$ cat config.mk
export PLATFORM = sky130hd
export DESIGN_NAME = xmodem_block_sender_top
export DESIGN_NICKNAME = d
export VERILOG_FILES = /design/src/rtl/xbs_pkg.sv /design/src/rtl/xbs_fifo.sv /design/src/rtl/xbs_front.sv /design/src/rtl/xbs_core.sv /design/src/rtl/xmodem_block_sender_top.sv
export SDC_FILE = /design/constraint.sdc
export NUM_CORES = 1
export LEC_CHECK = 0
export BUFFER_PORTS_ARGS = -buffer_cell sky130_fd_sc_hd__buf_4
export CORE_MARGIN = 8
export CORE_UTILIZATION = 57
export DETAILED_ROUTE_END_ITERATION = 12
export GPL_TIMING_DRIVEN = 1
export PLACE_DENSITY = 0.76
export SYNTH_ARGS = -nofsm -noshare
export SYNTH_HDL_FRONTEND = slang
export SYNTH_HIERARCHICAL = 1
export SYNTH_SLANG_ARGS = --single-unit
export TNS_END_PERCENT = 20
$ cat constraint.sdc
create_clock -name i_clk -period 5.4 [get_ports i_clk]
set_input_delay 0 -clock i_clk [delete_from_list [all_inputs] [get_ports i_clk]]
set_output_delay 0 -clock i_clk [all_outputs]
set_load 0.05 [all_outputs]
$ cat src/rtl/xbs_pkg.sv
// Shared types and constants for the XMODEM block sender.
// No dependencies; xbs_front, xbs_core and the top level refer to this package.
package xbs_pkg;

    // Queue depth on both sides of the execution core.
    localparam int FIFO_DEPTH = 2;

    // Classified input word.
    typedef enum logic [1:0] {
        OP_PAYLOAD = 2'd0,
        OP_EOF     = 2'd1,
        OP_RX      = 2'd2,
        OP_SLOT    = 2'd3
    } t_op;

    typedef struct packed {
        t_op        op;
        logic [7:0] data;
    } t_item;

    typedef struct packed {
        logic       tx_valid;
        logic [7:0] tx_byte;
        logic       accepted;
        logic [2:0] phase;
        logic [7:0] block_number;
    } t_result;

endpackage

$ cat src/rtl/xbs_fifo.sv
// Small synchronous queue with full/empty flags.
// Depends on nothing; used by xbs_front and by the top level for results.
module xbs_fifo #(
    parameter int WIDTH = 8,
    parameter int DEPTH = 2
) (
    input  logic             i_clk,
    input  logic             i_rst_n,
    input  logic             i_push,
    input  logic [WIDTH-1:0] i_wdata,
    output logic             o_full,
    input  logic             i_pop,
    output logic [WIDTH-1:0] o_rdata,
    output logic             o_empty
);
    localparam int AW = (DEPTH > 1) ? $clog2(DEPTH) : 1;
    localparam int CW = $clog2(DEPTH + 1);

    logic [WIDTH-1:0] r_mem [DEPTH];
    logic [AW-1:0]    r_wr_ptr, n_wr_ptr;
    logic [AW-1:0]    r_rd_ptr, n_rd_ptr;
    logic [CW-1:0]    r_count, n_count;
    logic             wr_en, rd_en;

    assign o_full  = (r_count == CW'(DEPTH));
    assign o_empty = (r_count == '0);
    assign wr_en   = i_push & ~o_full;
    assign rd_en   = i_pop & ~o_empty;
    assign o_rdata = r_mem[r_rd_ptr];

    always_comb begin
        n_wr_ptr = r_wr_ptr;
        n_rd_ptr = r_rd_ptr;
        if (wr_en) begin
            n_wr_ptr = (r_wr_ptr == AW'(DEPTH - 1)) ? '0 : r_wr_ptr + 1'b1;
        end
        if (rd_en) begin
            n_rd_ptr = (r_rd_ptr == AW'(DEPTH - 1)) ? '0 : r_rd_ptr + 1'b1;
        end
        case ({wr_en, rd_en})
            2'b10:   n_count = r_count + 1'b1;
            2'b01:   n_count = r_count - 1'b1;
            default: n_count = r_count;
        endcase
    end

    always_ff @(posedge i_clk) begin
        if (!i_rst_n) begin
            r_wr_ptr <= '0;
            r_rd_ptr <= '0;
            r_count  <= '0;
        end else begin
            r_wr_ptr <= n_wr_ptr;
            r_rd_ptr <= n_rd_ptr;
            r_count  <= n_count;
        end
    end

    always_ff @(posedge i_clk) begin
        if (wr_en) begin
            r_mem[r_wr_ptr] <= i_wdata;
        end
    end

endmodule

$ cat src/rtl/xbs_front.sv
// Front end: takes input words, classifies the action and queues them for the core.
// Depends on xbs_pkg and xbs_fifo.
module xbs_front #(
    parameter int FIFO_DEPTH = xbs_pkg::FIFO_DEPTH
) (
    input  logic          i_clk,
    input  logic          i_rst_n,
    input  logic          i_push,
    input  logic [1:0]    i_action,
    input  logic [7:0]    i_data_byte,
    output logic          o_full,
    output logic          o_valid,
    output xbs_pkg::t_item o_item,
    input  logic          i_take
);
    xbs_pkg::t_item item_in;
    logic           q_empty;

    always_comb begin
        case (i_action)
            xbs_pkg::OP_PAYLOAD: item_in.op = xbs_pkg::OP_PAYLOAD;
            xbs_pkg::OP_EOF:     item_in.op = xbs_pkg::OP_EOF;
            xbs_pkg::OP_RX:      item_in.op = xbs_pkg::OP_RX;
            default:             item_in.op = xbs_pkg::OP_SLOT;
        endcase
        item_in.data = i_data_byte;
    end

    xbs_fifo #(
        .WIDTH ($bits(xbs_pkg::t_item)),
        .DEPTH (FIFO_DEPTH)
    ) u_queue (
        .i_clk   (i_clk),
        .i_rst_n (i_rst_n),
        .i_push  (i_push),
        .i_wdata (item_in),
        .o_full  (o_full),
        .i_pop   (i_take),
        .o_rdata (o_item),
        .o_empty (q_empty)
    );

    assign o_valid = ~q_empty;

endmodule

$ cat src/rtl/xbs_core.sv
// Back end: protocol state machine, block store, checksum/CRC and framing.
// Depends on xbs_pkg.
module xbs_core (
    input  logic             i_clk,
    input  logic             i_rst_n,
    input  logic             i_cfg_we,
    input  logic             i_cfg_wdata,
    input  logic             i_valid,
    input  xbs_pkg::t_item   i_item,
    output logic             o_take,
    input  logic             i_res_full,
    output logic             o_res_push,
    output xbs_pkg::t_result o_result
);
    localparam int          BLOCK_LEN = 128;
    localparam int          HDR_LEN   = 3;
    localparam int          IDX_W     = $clog2(BLOCK_LEN);
    localparam logic [7:0]  DATA_END  = 8'(HDR_LEN + BLOCK_LEN);
    localparam logic [15:0] CRC_POLY  = 16'h1021;

    localparam logic [7:0] CH_SOH  = 8'h01;
    localparam logic [7:0] CH_EOT  = 8'h04;
    localparam logic [7:0] CH_ACK  = 8'h06;
    localparam logic [7:0] CH_NAK  = 8'h15;
    localparam logic [7:0] CH_CAN  = 8'h18;
    localparam logic [7:0] CH_CSYN = 8'h43;

    typedef enum logic [2:0] {
        PH_SYNC   = 3'd0,
        PH_LOAD   = 3'd1,
        PH_SEND   = 3'd2,
        PH_WAIT   = 3'd3,
        PH_EOT    = 3'd4,
        PH_DONE   = 3'd5,
        PH_CANCEL = 3'd6,
        PH_ERROR  = 3'd7
    } t_phase;

    function automatic logic [15:0] crc_byte(input logic [15:0] c, input logic [7:0] b);
        logic [15:0] v;
        v = c ^ {b, 8'h00};
        for (int k = 0; k < 8; k++) begin
            v = v[15] ? ((v << 1) ^ CRC_POLY) : (v << 1);
        end
        return v;
    endfunction

    t_phase      r_phase, n_phase;
    logic [7:0]  r_fill, n_fill;
    logic [7:0]  r_pos, n_pos;
    logic [7:0]  r_blk, n_blk;
    logic [7:0]  r_sum, n_sum;
    logic [15:0] r_crc, n_crc;
    logic        r_end, n_end;
    logic        r_crc_mode;

    logic [7:0]  r_store [BLOCK_LEN];
    logic [7:0]  r_rd_data;

    logic        acc, txv, store_we;
    logic [7:0]  txb, data_idx, rd_off, last_pos, data_byte;

    assign o_take     = i_valid & ~i_res_full;
    assign o_res_push = o_take;

    // store is read ahead through a register, at the byte the next send position will need
    assign rd_off   = n_pos - 8'(HDR_LEN);
    assign data_idx = r_pos - 8'(HDR_LEN);
    assign last_pos = r_crc_mode ? DATA_END + 8'd1 : DATA_END;
    assign data_byte = (data_idx < r_fill) ? r_rd_data : 8'h00;

    always_comb begin
        n_phase  = r_phase;
        n_fill   = r_fill;
        n_pos    = r_pos;
        n_blk    = r_blk;
        n_sum    = r_sum;
        n_crc    = r_crc;
        n_end    = r_end;
        acc      = 1'b0;
        txv      = 1'b0;
        txb      = 8'h00;
        store_we = 1'b0;
        if (o_take) begin
            case (i_item.op)
                xbs_pkg::OP_PAYLOAD: begin
                    if (r_phase == PH_LOAD) begin
                        acc      = 1'b1;
                        store_we = (r_fill < 8'(BLOCK_LEN));
                        n_fill   = r_fill + 8'd1;
                        if (n_fill >= 8'(BLOCK_LEN)) begin
                            n_phase = PH_SEND;
                            n_pos   = 8'd0;
                        end
                    end
                end
                xbs_pkg::OP_EOF: begin
                    if (r_phase == PH_LOAD) begin
                        acc = 1'b1;
                        if (r_fill == 8'd0) begin
                            n_phase = PH_EOT;
                        end else begin
                            n_end   = 1'b1;
                            n_phase = PH_SEND;
                            n_pos   = 8'd0;
                        end
                    end
                end
                xbs_pkg::OP_RX: begin
                    if (r_phase == PH_SYNC) begin
                        acc = 1'b1;
                        if (i_item.data == (r_crc_mode ? CH_CSYN : CH_NAK)) begin
                            n_phase = PH_LOAD;
                        end
                    end else if (r_phase == PH_WAIT) begin
                        acc = 1'b1;
                        if (i_item.data == CH_ACK) begin
                            if (r_end) begin
                                n_phase = PH_EOT;
                            end else begin
                                n_blk   = r_blk + 8'd1;
                                n_fill  = 8'd0;
                                n_phase = PH_LOAD;
                            end
                        end else if (i_item.data == CH_NAK) begin
                            n_phase = PH_SEND;
                            n_pos   = 8'd0;
                        end else if (i_item.data == CH_CAN) begin
                            n_phase = PH_CANCEL;
                        end else begin
                            n_phase = PH_ERROR;
                        end
                    end
                end
                xbs_pkg::OP_SLOT: begin
                    if (r_phase == PH_SEND) begin
                        acc = 1'b1;
                        txv = 1'b1;
                        if (r_pos == 8'd0) begin
                            n_sum = 8'h00;
                            n_crc = 16'h0000;
                            txb   = CH_SOH;
                        end else if (r_pos == 8'd1) begin
                            txb = r_blk;
                        end else if (r_pos == 8'd2) begin
                            txb = ~r_blk;
                        end else if (r_pos < DATA_END) begin
                            txb   = data_byte;
                            n_sum = r_sum + data_byte;
                            n_crc = crc_byte(r_crc, data_byte);
                        end else if (!r_crc_mode) begin
                            txb = r_sum;
                        end else if (r_pos == DATA_END) begin
                            txb = r_crc[15:8];
                        end else begin
                            txb = r_crc[7:0];
                        end
                        if (r_pos >= last_pos) begin
                            n_phase = PH_WAIT;
                            n_pos   = 8'd0;
                        end else begin
                            n_pos = r_pos + 8'd1;
                        end
                    end else if (r_phase == PH_EOT) begin
                        acc     = 1'b1;
                        txv     = 1'b1;
                        txb     = CH_EOT;
                        n_phase = PH_DONE;
                    end
                end
                default: begin
                    acc = 1'b0;
                end
            endcase
        end
    end

    always_comb begin
        o_result.tx_valid     = txv;
        o_result.tx_byte      = txb;
        o_result.accepted     = acc;
        o_result.phase        = 3'(n_phase);
        o_result.block_number = n_blk;
    end

    always_ff @(posedge i_clk) begin
        if (!i_rst_n) begin
            r_phase    <= PH_SYNC;
            r_fill     <= 8'd0;
            r_pos      <= 8'd0;
            r_blk      <= 8'd1;
            r_sum      <= 8'h00;
            r_crc      <= 16'h0000;
            r_end      <= 1'b0;
            r_crc_mode <= 1'b1;
        end else begin
            r_phase <= n_phase;
            r_fill  <= n_fill;
            r_pos   <= n_pos;
            r_blk   <= n_blk;
            r_sum   <= n_sum;
            r_crc   <= n_crc;
            r_end   <= n_end;
            if (i_cfg_we) begin
                r_crc_mode <= i_cfg_wdata;
            end
        end
    end

    always_ff @(posedge i_clk) begin
        if (store_we) begin
            r_store[r_fill[IDX_W-1:0]] <= i_item.data;
        end
        r_rd_data <= r_store[rd_off[IDX_W-1:0]];
    end

endmodule

$ cat src/rtl/xmodem_block_sender_top.sv
// XMODEM sender top level: front queue, execution core, result queue.
// Depends on xbs_pkg, xbs_fifo, xbs_front and xbs_core.
//
//   channel   direction  handshake            payload
//   item      in         push / full          i_action, i_data_byte
//   result    out        empty / pop          o_tx_valid, o_tx_byte, o_accepted,
//                                             o_phase, o_block_number
//   config    in         i_cfg_we (no wait)   i_cfg_wdata (crc_mode)
//
// One word per cycle sustained while the result queue has room; a result shows on
// the result ports, ready to pop, once its word passes the input and result queues.
// Core steps once per cycle unless results are full; store data is read ahead of use.
// Reset is synchronous: both queues empty, sync phase, block 1, CRC mode.
// A stalled result side fills the result queue, then the input queue, then full rises.
module xmodem_block_sender_top #(
    parameter int FIFO_DEPTH = xbs_pkg::FIFO_DEPTH
) (
    input  logic       i_clk,
    input  logic       i_rst_n,
    input  logic       push,
    output logic       full,
    input  logic [1:0] i_action,
    input  logic [7:0] i_data_byte,
    output logic       empty,
    input  logic       pop,
    output logic       o_tx_valid,
    output logic [7:0] o_tx_byte,
    output logic       o_accepted,
    output logic [2:0] o_phase,
    output logic [7:0] o_block_number,
    input  logic       i_cfg_we,
    input  logic       i_cfg_wdata
);
    xbs_pkg::t_item   item;
    xbs_pkg::t_result core_res, out_res;
    logic             item_valid, take, res_push, res_full;

    xbs_front #(
        .FIFO_DEPTH (FIFO_DEPTH)
    ) u_front (
        .i_clk       (i_clk),
        .i_rst_n     (i_rst_n),
        .i_push      (push),
        .i_action    (i_action),
        .i_data_byte (i_data_byte),
        .o_full      (full),
        .o_valid     (item_valid),
        .o_item      (item),
        .i_take      (take)
    );

    xbs_core u_core (
        .i_clk       (i_clk),
        .i_rst_n     (i_rst_n),
        .i_cfg_we    (i_cfg_we),
        .i_cfg_wdata (i_cfg_wdata),
        .i_valid     (item_valid),
        .i_item      (item),
        .o_take      (take),
        .i_res_full  (res_full),
        .o_res_push  (res_push),
        .o_result    (core_res)
    );

    xbs_fifo #(
        .WIDTH ($bits(xbs_pkg::t_result)),
        .DEPTH (FIFO_DEPTH)
    ) u_res_queue (
        .i_clk   (i_clk),
        .i_rst_n (i_rst_n),
        .i_push  (res_push),
        .i_wdata (core_res),
        .o_full  (res_full),
        .i_pop   (pop),
        .o_rdata (out_res),
        .o_empty (empty)
    );

    assign o_tx_valid     = out_res.tx_valid;
    assign o_tx_byte      = out_res.tx_byte;
    assign o_accepted     = out_res.accepted;
    assign o_phase        = out_res.phase;
    assign o_block_number = out_res.block_number;

endmodule

* Yosys cells after proc, flatten, opt, wreduce, memory -nomap -nowiden *
Memory sizes are Yosys's and may differ from the RTL's. A register that Yosys moved wholly into a read port is not among the register bits.
Index checks and enable logic that the tools add are counted.

storage, ports and cells
  output and inout port bits = 23
  register bits after elaboration = 61
  input bits = 16
  memories kept = 3
  logic and storage cells = 198
  bits in writable memories = 1086

memories
  memory                 depth  bits a word  rd ports  clocked after memory_dff  write ports  line            source
  u_core.r_store         128    8            1         1                         1            xbs_core.sv:57  logic [7:0] r_store [BLOCK_LEN];
  u_res_queue.r_mem      2      21           1         1                         1            xbs_fifo.sv:19  logic [WIDTH-1:0] r_mem [DEPTH];
  u_front.u_queue.r_mem  2      10           1         1                         1            xbs_fifo.sv:19

cells by class
  reduce and logical (&&, ||, !) cells = 15
  eq/ne operators = 29
  multiplexer cells = 98
  $lt $le $gt $ge = 5
  bitwise gates (word level) = 20
  $add $sub $neg = 14

operators with widths
  kind                                                                     number
  8-bit two-way mux                                                        36
  13-bit two-way mux                                                       8
  16-bit two-way mux                                                       4
  3-bit two-way mux                                                        16
  8-bit case mux with 4 select lines                                       1
  1-bit two-way mux                                                        26
  8-bit by 1-bit adder with 8-bit output, second input constant            3
  3-bit NOT                                                                8
  8-bit by 5-bit == test with 1-bit output, second input constant          2
  8-bit zero test                                                          2
  8-bit less-than comparator, second input constant                        2
  8-bit case mux with 2 select lines                                       1
  16-bit XOR                                                               1
  2-bit == test, second input constant                                     7
  3-bit case mux with 4 select lines                                       1
  2-bit by 1-bit inequality test with 1-bit output, second input constant  5
  8-bit adder                                                              1
  2-bit by 1-bit == test with 1-bit output, second input constant          4
  8-bit by 1-bit == test with 1-bit output, second input constant          1
  8-bit by 2-bit == test with 1-bit output, second input constant          1
  8-bit by 3-bit == test with 1-bit output, second input constant          1
  8-bit == test                                                            1
  8-bit == test, second input constant                                     1
  8-bit greater-or-equal comparator                                        1
  25 further kinds                                                         47

* Longest topological paths before layout *
  depth after elaboration = 24
  gate-level depth with buffers = 24
  gate-level depth less buffers = 22

* By module *
Netlist, hierarchy kept.

modules (own cells, without submodules)
  module                       times used  cells an instance  area an instance (µm²)
  xbs_core                     1           2456               44435.1
  xbs_fifo at u_res_queue      1           91                 1744.2
  xbs_fifo at u_front.u_queue  1           58                 945.9
  xbs_front                    1           3                  11.3

* Least setup slack after synthesis *
Ideal clock, no wire load.

  path type = register to register
  start point = register (tool-made name)
  end point = register u_core.r_rd_data[7] (read register of u_core.r_store)
  setup time = 128 ps
  clock period less this slack = 5801 ps
  cell stages (with the launch flop) = 18
  data required time = 5272 ps
  arrival = 5673 ps
  path slack = -401 ps
  cell sequence = dfxtp_1 -> buf_2 -> mux2_2 -> or4b_4 -> or4_1 -> and4_1 -> a221oi_4 -> inv_2 -> ha_1 -> buf_1 -> clkbuf_1 -> clkbuf_1 -> clkbuf_1 -> mux4_2 -> nand2_1 -> nand3_1 -> nand4_1 -> nand4b_1

RTL lines
  item           line            source
  end, declared  xbs_core.sv:58  logic [7:0] r_rd_data;

==> flow_metrics.env <==
export IMPL_status="finished, final reports clean"
export IMPL_cts_tree="built"
export IMPL_grt_overflow=0
export IMPL_grt_pass1_wl_um=166000
export IMPL_synth_top_area_cell="edfxtp_1"
export IMPL_clk_pin_slew_ns=0.06
export IMPL_num_rows=105
export IMPL_routedWlPerCell_um=28.3
export IMPL_dr_pass1_iters=6
export IMPL_min_period_ns=5.24
export IMPL_critical_path_buf_inv_count=4
export IMPL_synthesis_nets=2652
export IMPL_yosys_warnings=6
export IMPL_pwr_share_comb_pct=10.3
export IMPL_ant_nets=0
export IMPL_io_buffers=38
export IMPL_nets=2763
export IMPL_seq_area_frac_synth_pct=72.2
export IMPL_dieHeight_um=304
export IMPL_worst_pin_slew_ns=1.36
export IMPL_start_util_pct=57.5
export IMPL_pwr_share_clk_pct=37.2
export IMPL_p_switching_uw=5050
export IMPL_critical_path_max_stage_delay_ns=0.58
export IMPL_async_flop_share_pct=0
export IMPL_synth_ff_type="edfxtp_1"
export IMPL_synth_top_area_share_pct=69.2
export IMPL_start_kind="flip-flop"
export IMPL_clockRootBuffer="clkbuf_16"
export IMPL_setup_viol=0
export IMPL_vias_per_cell=6.61
export IMPL_routed_wl_um=110000
export IMPL_cp_cell_sequence="buf_4 > mux2_8 > or4b_4 > or4_1 > and4_1 > a221oi_4 > inv_2 > ha_4 > buf_12 > buf_12 > mux4_2 > mux4_2 > mux2i_2 > o22a_1 > nand4_1"
export IMPL_ys_ff_latch=1157
export IMPL_crit_fanout=30
export IMPL_drt_iter0_markers=3154
export IMPL_gp_congestion=0.904
export IMPL_clock_sinks=1157
export IMPL_netlist_instances=2608
export IMPL_slew_limit_headroom_pct=9.05
export IMPL_multiInputGateArea_mm2=0.0124
export IMPL_finalCritPeriodShare_pct=97.0
export IMPL_clk_latency_ns=0.69
export IMPL_synth_area_leaders="edfxtp_1, mux4_2, dfxtp_1"
export IMPL_post_cts_buffers=0
export IMPL_endpoint_kind="flip-flop"
export IMPL_diodes=0
export IMPL_mappedNetlistArea_mm2=0.0471
export IMPL_cts_buffer_depth=3
export IMPL_irDropWorstVdd_mv=0.291
export IMPL_drc=0
export IMPL_arrival_ns=5.79
export IMPL_slew_violations=0
export IMPL_synth_area_per_cell_um2=18.1
export IMPL_core_area_mm2=0.0820
export IMPL_yosysUniqueCellTypes=77
export IMPL_hold_class="in2reg"
export IMPL_seqPwrFrac_pct=52.5
export IMPL_drive_above_1_share_pct=22.8
export IMPL_finalClockSkew_ns=0.0416
export IMPL_synth_common_cells="edfxtp_1, mux4_2, nor2_1"
export IMPL_antenna_found_initial=0
export IMPL_synth_edf_count=1086
export IMPL_seqCellArea_mm2=0.0340
export IMPL_finalNonFillerCells=3884
export IMPL_fillCellCount=5397
export IMPL_io_pins=39
export IMPL_worstSetupPathType="reg2reg"
export IMPL_grt_pass1_vias=25816
export IMPL_fin_util_pct=64.5
export IMPL_finalHoldViolations=0
export IMPL_placed_cells=3659
export IMPL_p_leak_uw=0.0172
export IMPL_vias=25690
export IMPL_rsz0062_at_grt="false"
export IMPL_fmax_mhz=191
export IMPL_numCtsBuffers=110
export IMPL_dieArea_mm2=0.0922
export IMPL_required_ns=5.96
export IMPL_grt_max_degree=109
export IMPL_p_per_area_mw_per_mm2=391
export IMPL_crit_family="multiplexers"
export IMPL_area_growth_pct=12.2
export IMPL_htree_levels=3
export IMPL_die_x_um=304
export IMPL_intPower_uw=15600
export IMPL_switching_share_pct=24.4
export IMPL_synth_most_common_cell="edfxtp_1"
export IMPL_cp_slowest_cell="or4_1"
export IMPL_dp_hpwl_um=66300
export IMPL_drv_cap=0
export IMPL_track_usage_pct=24.1
==> power by group through the flow <==
stage	Sequential (uW)	Combinational [uW]	Clock, uW
global placement	11000	1990	0
floorplan	11000	1310	0
finish	10800	2130	7700
detailed placement	11000	2120	0
global route	10900	2280	8130
CTS	10800	2130	7810
==> kinds of logic (layout without fill, tap and decap cells) <==
| group | count (synthesis) | after routing | share of synthesized area, % |
|---|---|---|---|
| flops | 1157 | 1157 | 72.2 |
| simple gates | 611 | 611 | 6.04 |
| mux | 366 | 366 | 14.9 |
| compound gates | 215 | 215 | 3.26 |
| buf+inv | 177 | 383 | 1.84 |
| xor+xnor | 54 | 54 | 1.00 |
| fa+ha+maj | 28 | 28 | 0.759 |
==> layout make-up <==
cell class / count / area share [%]
flip-flops and latches: 1157 / 64.4
clock inverters: 81 / 1.51
inverters: 31 / 0.220
clock buffers: 126 / 5.40
repair buffers: 145 / 2.51
multi-input cells: 1274 / 23.5
well taps: 1070 / 2.53
==> worst paths after layout <==
check                                     end  slack [ns]            start  cells past startpoint
hold / removal    u_front/u_queue/r_mem[0][4]        0.06   i_data_byte[4]                      2
hold reg to reg               u_core/r_sum[4]        0.47  u_core/r_sum[4]                      2
setup / recovery          u_core/r_rd_data[6]        0.16        flip-flop                     15
setup reg to reg          u_core/r_rd_data[6]        0.16        flip-flop                     15
==> flip-flops by register name (all words and copies together), names as in the netlist, named ones only <==
| register | count |
|---|---|
| u_core/r_crc_mode | 1 |
| u_core/r_sum | 8 |
| u_res_queue/r_wr_ptr | 1 |
| u_core/r_end | 1 |
| u_front/u_queue/r_count | 2 |
| u_res_queue/r_mem | 42 |
| u_core/r_rd_data | 8 |
| u_core/r_pos | 8 |
| u_front/u_queue/r_rd_ptr | 1 |
| u_core/r_crc | 16 |
| u_front/u_queue/r_mem | 20 |
| u_res_queue/r_count | 2 |
| u_core/r_phase | 3 |
| u_core/r_blk | 8 |
| u_core/r_fill | 8 |
| u_core/r_store | 1024 |
| u_res_queue/r_rd_ptr | 1 |
| u_front/u_queue/r_wr_ptr | 1 |
==> layer usage <==
layer  share of wire (%)  up-vias  global-route usage (%)
li1                    -    10687                       -
met1                  38    13230                    32.8
met2                  47     1475                    38.4
met3                  10      298                    5.23
met4                 4.4        0                    9.15
met5                   0        -                       0
==> repair_timing <==
item / 4_1_cts / 5_1_grt
endpoints found under the hold margin: 58 / 0
cloned: 1 / 0
setup endpoints to repair: 3 / 7
hold buffers: 17 / 0
resized for setup: 5 / 14
==> per-stage QoR <==
step           setup TNS [ns]  instance area [um2]  power (uW)  hold WS [ns]  worst slack, ns
6_report                    0                52900       20700        0.0642            0.164
3_3_place_gp                0                49000       13000         0.189           0.0292
2_1_floorplan        -0.00356                47200       12300        0.0989         -0.00178
4_1_cts                     0                52800       20800        0.0238           0.0133
3_5_place_dp           -0.112                49000       13100         0.192          -0.0761
5_1_grt                     0                52900       21300        0.0405          0.00898
==> cell usage in the layout, fill, tap and decap left out, types with 23 or more instances in the layout <==
master / Yosys / final
a21oi_1: 45 / 45
a221oi_1: 23 / 23
and2_1: 26 / 26
and3_1: 24 / 24
buf_4: 20 / 113
clkbuf_16: 0 / 112
clkinv_1: 0 / 24
dfxtp_1: 71 / 70
edfxtp_1: 1086 / 1086
ha_1: 27 / 26
inv_1: 28 / 28
mux2_2: 32 / 24
mux2i_1: 69 / 66
mux4_2: 265 / 265
nand2_1: 158 / 158
nand3_1: 69 / 69
nor2_1: 228 / 228
o21ai_0: 28 / 28
xnor2_1: 36 / 33
No activity file was read; power rests on OpenSTA's default activity.
